### config.mk
export PLATFORM = sky130hd
export DESIGN_NAME = lfgr_scale
export DESIGN_NICKNAME = d
export VERILOG_FILES = /design/src/design/lfgr_pkg.sv /design/src/design/lfgr_scale.sv
export SDC_FILE = /design/constraint.sdc
export NUM_CORES = 2
export LEC_CHECK = 0
export ABC_AREA = 1
export ABC_CLOCK_PERIOD_IN_PS = 8300
export BUFFER_PORTS_ARGS = -buffer_cell sky130_fd_sc_hd__buf_2
export CAP_MARGIN = 20
export CORE_ASPECT_RATIO = 1.75
export CORE_MARGIN = 5
export CORE_UTILIZATION = 29
export CTS_BUF_LIST = sky130_fd_sc_hd__clkbuf_4
export DETAILED_ROUTE_END_ITERATION = 10
export RECOVER_POWER = 25
export SLEW_MARGIN = 10
export SYNTH_ARGS = -nofsm -noshare
export SYNTH_HDL_FRONTEND = slang
export SYNTH_SLANG_ARGS = --single-unit
### constraint.sdc
create_clock -name clk -period 8.3 [get_ports clk]
set_clock_uncertainty 0.1 [all_clocks]
set_input_delay 0.415 -clock clk [delete_from_list [all_inputs] [get_ports clk]]
set_output_delay 0.415 -clock clk [all_outputs]
set_load 0.03 [all_outputs]
### src/design/lfgr_pkg.sv
// lfgr_pkg: shared types and constants for the linear fade gain ramp unit
// used by lfgr_scale and linear_fade_gain_ramp_unit; no dependencies
package lfgr_pkg;

  localparam int SAMPLE_W  = 24;
  localparam int GAIN_W    = 40;
  localparam int COUNT_W   = 32;
  localparam int CHCOUNT_W = 2;
  localparam int FRAC_BITS = 38;
  localparam int SPLIT_W   = 20;
  localparam int CFG_IDX_W = 3;
  localparam int CFG_W     = 40;

  localparam logic [GAIN_W-1:0]  GAIN_ONE  = 40'h40_0000_0000;
  localparam logic [GAIN_W-1:0]  GAIN_MAX  = 40'hFF_FFFF_FFFF;
  localparam logic [COUNT_W-1:0] COUNT_MAX = 32'hFFFF_FFFF;

  typedef enum logic [CFG_IDX_W-1:0] {
    REG_FADE_START    = 3'd0,
    REG_FADE_END      = 3'd1,
    REG_BEGIN_GAIN    = 3'd2,
    REG_GAIN_STEP     = 3'd3,
    REG_CHANNEL_COUNT = 3'd4
  } cfg_reg_t;

  // stage load enables shared by the datapath lanes
  typedef struct packed {
    logic load_mul;
    logic load_out;
  } pipe_ctrl_t;

endpackage

### src/design/lfgr_scale.sv
// lfgr_scale: one channel lane, sample times gain with rounding and saturation
// two register stages (split partial products, then result); uses lfgr_pkg
module lfgr_scale (
  input  logic                                    clk,
  input  lfgr_pkg::pipe_ctrl_t                    ctrl,
  input  logic signed [lfgr_pkg::SAMPLE_W-1:0]    sample,
  input  logic        [lfgr_pkg::GAIN_W-1:0]      gain,
  output logic signed [lfgr_pkg::SAMPLE_W-1:0]    result
);
  import lfgr_pkg::*;

  localparam int MAG_W  = SAMPLE_W;
  localparam int HI_W   = GAIN_W - SPLIT_W;
  localparam int PP_W   = MAG_W + SPLIT_W;
  localparam int PH_W   = MAG_W + HI_W;
  localparam int PROD_W = MAG_W + GAIN_W;
  localparam int R_W    = PROD_W - FRAC_BITS;

  localparam logic [PROD_W-1:0] ROUND_BIAS = PROD_W'(1) << (FRAC_BITS - 1);
  localparam logic [R_W-1:0]    POS_LIMIT  = R_W'((1 << (SAMPLE_W - 1)) - 1);
  localparam logic [R_W-1:0]    NEG_LIMIT  = R_W'(1 << (SAMPLE_W - 1));
  localparam logic signed [SAMPLE_W-1:0] S_MAX = {1'b0, {(SAMPLE_W-1){1'b1}}};
  localparam logic signed [SAMPLE_W-1:0] S_MIN = {1'b1, {(SAMPLE_W-1){1'b0}}};

  logic              neg;
  logic [MAG_W-1:0]  mag;
  logic [PH_W-1:0]   prod_hi;
  logic [PP_W-1:0]   prod_lo;
  logic              neg_mul;
  logic [PROD_W-1:0] prod;
  logic [R_W-1:0]    rounded;
  logic signed [SAMPLE_W-1:0] result_next;

  always_comb begin
    neg = sample[SAMPLE_W-1];
    mag = neg ? (~sample + 1'b1) : sample;
  end

  always_ff @(posedge clk) begin
    if (ctrl.load_mul) begin
      prod_hi <= PH_W'(mag) * PH_W'(gain[GAIN_W-1:SPLIT_W]);
      prod_lo <= PP_W'(mag) * PP_W'(gain[SPLIT_W-1:0]);
      neg_mul <= neg;
    end
  end

  always_comb begin
    prod    = ({PROD_W'(prod_hi)} << SPLIT_W) + PROD_W'(prod_lo) + ROUND_BIAS;
    rounded = prod[PROD_W-1:FRAC_BITS];
    if (neg_mul) begin
      result_next = (rounded > NEG_LIMIT) ? S_MIN : -$signed(rounded[SAMPLE_W-1:0]);
    end else begin
      result_next = (rounded > POS_LIMIT) ? S_MAX : $signed(rounded[SAMPLE_W-1:0]);
    end
  end

  always_ff @(posedge clk) begin
    if (ctrl.load_out) begin
      result <= result_next;
    end
  end

endmodule

# Yosys cells after proc, flatten, opt, wreduce, memory -nomap -nowiden

Cells that the tools add are included.

Add/subtract/negate cells: 4
$mul: 2
$lt $le $gt $ge: 2
Multiplexer cells: 4
Bitwise operators: 1

Operators with widths:

| cell                                                                               | number |
|---|---|
| 24-bit two-way mux                                                                 | 4 |
| 24-bit by 20-bit multiplier with 44-bit output                                     | 2 |
| 64-bit by 38-bit adder with 64-bit output (second input constant)                  | 1 |
| 64-bit by 44-bit adder with 64-bit output                                          | 1 |
| 26-bit by 23-bit greater-than comparator with 1-bit output (second input constant) | 1 |
| 26-bit by 24-bit greater-than comparator with 1-bit output (second input constant) | 1 |
| 24-bit by 1-bit adder with 24-bit output (second input constant)                   | 1 |
| 24-bit negator                                                                     | 1 |
| 24-bit inverter                                                                    | 1 |

Register bits after elaboration: 113
Bits of input ports: 67
Logic and storage cells: 17

# Logic depth before layout (Yosys ltp)

Depth after elaboration: 5
Depth in mapped cells: 39

# Worst setup path before layout

No wires, ideal clock.

Kind: input-to-reg
From: input port sample[0] (netlist name)
To: register prod_hi[29] (data pin)
Arrival time: 7.656 ns
Required time: 7.948 ns
Path slack: 0.292 ns
Cell stages on the path: 38
Buffers on the path: 3
Path through: clkbuf_1 > clkbuf_1 > inv_1 > ha_1 > nand3_1 > nor2_1 > nand2_1 > nand2_1 > nand2_1 > nand2_1 > inv_2 > clkbuf_1 > nor2_1 > fa_1 > fa_1 > inv_1 > fa_1 > inv_1 > [2 not listed] > fa_1 > inv_1 > fa_1 > inv_1 > fa_1 > inv_1 > ha_1 > a21oi_1 > inv_1 > nor2_1 > a21boi_0 > o21ai_1 > a21boi_0 > o21ai_1 > nand2_1 > nand2_1 > nand2_1 > nand2_1

Longest elaborated chain between the ends: 4

Ends and longest elaborated chain:

| what                                             | line             | source |
|---|---|---|
| start: declaration                               | lfgr_scale.sv:6  | `input logic signed [lfgr_pkg::SAMPLE_W-1:0] sample,` |
| 24-bit inverter                                  | lfgr_scale.sv:36 | `mag = neg ? (~sample + 1'b1) : sample;` |
| 24-bit by 1-bit adder with 24-bit output         | lfgr_scale.sv:36 |  |
| 24-bit two-way mux *                             | lfgr_scale.sv:36 |  |
| 24-bit by 20-bit multiplier with 44-bit output * | lfgr_scale.sv:41 | `prod_hi <= PH_W'(mag) * PH_W'(gain[GAIN_W-1:SPLIT_W]);` |
| end signal: assignment                           | lfgr_scale.sv:41 |  |
| end: declaration                                 | lfgr_scale.sv:27 | `logic [PH_W-1:0] prod_hi;` |

Every way passes the cells marked *; elsewhere a longest branch is shown, timed or not.
A chain may end at the register's enable or synchronous reset.

# Worst setup path in the final report

Same ends and word-level chain as after synthesis.

==> metrics.md <==
| Metric | Value |
|---|---|
| GRT overflow | 0 |
| Postcts setup bufs | 0 |
| Setup ws final | 259 ps |
| Setup WS pre-CTS | -153 ps |
| Final hold vios | 0 |
| Final Slew Violations | between 100 and 150 |
| Max-cap violations | 2 |
| Ys Warns | 0 |
| Tot GR Track Use | about a fifth |
| Full die area | ~0.14 mm² |
| Violated checks | design-rule violations, max-capacitance violations, max-slew violations |
| Critical Path End Type | flop |
| TritonCTS buffer count | 9 |
| Cell count after placement | roughly 6.6k |
| First-pass GRT wire length | between 200000 and 250000 µm |
| Nets@finish | between 6k and 7k |
| CP delay by family, top | adder cells |
| H-tree Lvls | 3 |
| Die height | roughly 490 µm |
| Worst slew pin tran | 3670 ps |
| Die width | between 200 and 300 µm |
| Via density | 4.84 |
| WL/cell | about 20 µm |
| Worst Path Required | 8550 ps |
| Seq/Total Area, Yosys | 7.34% |
| Crit Path Category | primary input to flop |
| Met1 usage | 18.1% |
| CP max FO | 39 |
| Max stage delay on crit path | 1830 ps |
| Share of cells above drive strength 1 | around 7.1% |
| Setup TNS | 0 ps |
| Vias in the first global route | between 30k and 40k |
| Final HPWL DP | between 100000 and 150000 µm |
| Hold/Removal Path Class | primary input to flop |
| Multiplexer share of the synthesized area | 0% |
| PortBufs | 90 |
| Maximum clock frequency | roughly 120 MHz |
| Clock transition at path regs | about 160 ps |
| Fillcell total | 13.8k |
| WP data arrival | 8290 ps |
| Tmin final | around 8000 ps |
| GR Util met2 | about 37% |
| Hold WS | ~290 ps |
| Crit path buffers/inverters | 7 |
| Most Crowded Layer GR | met2 |
| Routed Wire Length | 134000 µm |
| Simple-Gate Fraction of Synth Area | between 10% and 20% |
| # clock sinks | 93 |
| Yosys cell types | 50 |
| Routing usage on met3 | 2.54% |
| Gate Count Post-Synth | roughly 4.9k |
| Core ar. | 0.131 mm² |
| Largest net degree at the start of global routing | 69 |
| Yosys reg bits | between 90 and 100 |
| Initial antenna violation count | 24 |
| Detail Route Antenna Nets | 0 |
| I/O pin total | slightly above 90 |
| Synth Area in Compound Gates | 4.52% |
| First-pass iteration count of the detailed router | 11 |
| Gp weighted congestion | just under 1 |
| Worst skew pair latency | ~600 ps |
| DR vias | 32.3k |
| Post-synthesis adder-cell area fraction | between 50 and 60% |
| XOR/XNOR share of the synthesized area | under 10% |
| Final number of setup-violating endpoints | 0 |
| Finished Layout Cells | roughly 6.7k |
| CTS tree | done |
| Largest family of logic cells by synthesized area | adder cells |
| Site Rows | between 150 and 200 |
| Period utilization | 96.9% |
| Slowest CP cell | clkbuf_1 |
| Syn_area_per_cell | 7.82 µm² |
| Post-Syn Nets | slightly above 6k |
| RSZ-0062 raised after global routing | false |
| Area delta synth->final | 9.07% |
| Root Driver | clkbuf_4 |
| Status | finished with violations |
| DR DRC count | 2 |
| Starting Density | between 20% and 30% |
| Initial DRC count | around 1.8k |
| Synthesized area | 0.0381 mm² |
| Bufs on Longest Clock Path | 2 |
| Startpoint Class | primary input |
| Slew headroom | -145% |
## layout make-up
cell class                      instances  area (µm²)  share of cell area, %
Antenna cell                            6        15.0                 0.0362
Tap cell                             1691        2120                   5.10
Inverter                             1213        4550                   11.0
Sequential cell                        93        2790                   6.73
Timing Repair Buffer                  254        1830                   4.41
Multi-Input combinational cell       3393       30100                   72.4
Clock buffer                            9        67.6                  0.163
Clock inverter                          7        75.1                  0.181
## cell usage after synthesis, drive strengths merged
master   count  area (µm²)
a21boi       6        45.0
nand2     1021        3900
edfxtp      93        2790
and2         1        6.26
o2111ai      2        17.5
a311oi       2        17.5
clkbuf     149         559
xor2        62         543
a21oi      130         658
o221a        1        11.3
a31o         1        8.76
nand3b      12        90.1
o21a         8        60.1
o31ai        2        15.0
xnor2       22         193
o211ai       4        30.0
nor2       683        2650
and3         1        6.26
ha         355        4440
o311ai       2        17.5
a211oi       3        22.5
nand3       85         440
inv       1199        4500
fa         783       15700
nand4       20         125
o21bai       7        52.6
a31oi       23         144
clkinv      14        52.6
a21o         8        60.1
buf         18        97.6
o221ai       2        17.5
o21ai      106         542
nor4         8        65.1
or2          7        43.8
nor3        26         163
## cells in the final DEF (no fill, tap or decap), drive strengths merged, types with 2 or more instances in the layout
cell / n
inv: 1200
nand2: 1021
fa: 783
nor2: 683
ha: 355
buf: 245
a21oi: 130
o21ai: 106
edfxtp: 93
nand3: 85
xor2: 62
nor3: 26
a31oi: 23
xnor2: 22
nand4: 20
clkinv: 18
clkbuf: 17
nand3b: 12
o21a: 8
a21o: 8
nor4: 8
or2: 7
o21bai: 7
diode: 6
a21boi: 6
o211ai: 4
a211oi: 3
o2111ai: 2
o311ai: 2
a311oi: 2
o221ai: 2
o31ai: 2
## metrics by stage
step	util [%]	area, µm²
6_report	31.7	41500
5_1_grt	31.7	41500
4_1_cts	31.7	41500
3_5_place_dp	31.6	41400
3_3_place_gp	31.6	41400
2_1_floorplan	-	38100
## registers in the layout, indices dropped and copies added, names as in the netlist
register / flops
result: 24
neg_mul: 1
prod_hi: 44
prod_lo: 24
## layer usage
| layer | wire [µm] | vias up |
|---|---|---|
| li1 | - | 14500 |
| met1 | 42700 | 16000 |
| met2 | 69900 | 1240 |
| met3 | 7180 | 555 |
| met4 | 13600 | 16 |
| met5 | 109 | - |
## path summary, 6_finish.rpt
| check | from | endpoint | slack (ps) | cells after the start |
|---|---|---|---|---|
| max | sample[0] | prod_hi[29]$_DFFE_PP_ | 260 | 27 |
| min reg2reg | neg_mul$_DFFE_PP_ | result[0]$_DFFE_PP_ | 710 | 1 |
| min | gain[20] | prod_hi[0]$_DFFE_PP_ | 290 | 3 |
| max reg2reg | prod_lo[43]$_DFFE_PP_ | result[5]$_DFFE_PP_ | 4000 | 14 |
## logic make-up after synthesis
group                    Yosys count
AND/OR/NAND/NOR                 1864
buffers and inverters           1380
XOR/XNOR                          84
flip-flops                        93
AO/OA/AOI/OAI                    307
adder cells (fa/ha/maj)         1138
## worst min-delay path: cells and delay by family
family                 cells  cell delay [ps]
buffers and inverters      2              280
AND/OR/NAND/NOR            1              130
## timing repair
action | in CTS | in global routing
setup endpoints to repair | 0 | 1
hold buffers | 1 | 0
gates resized for setup | 0 | 1
endpoints found under the hold margin | 1 | 0
Power is left out: the tool's default activity adds up to more than one toggle a clock period on the data nets, which glitch-free logic cannot reach.
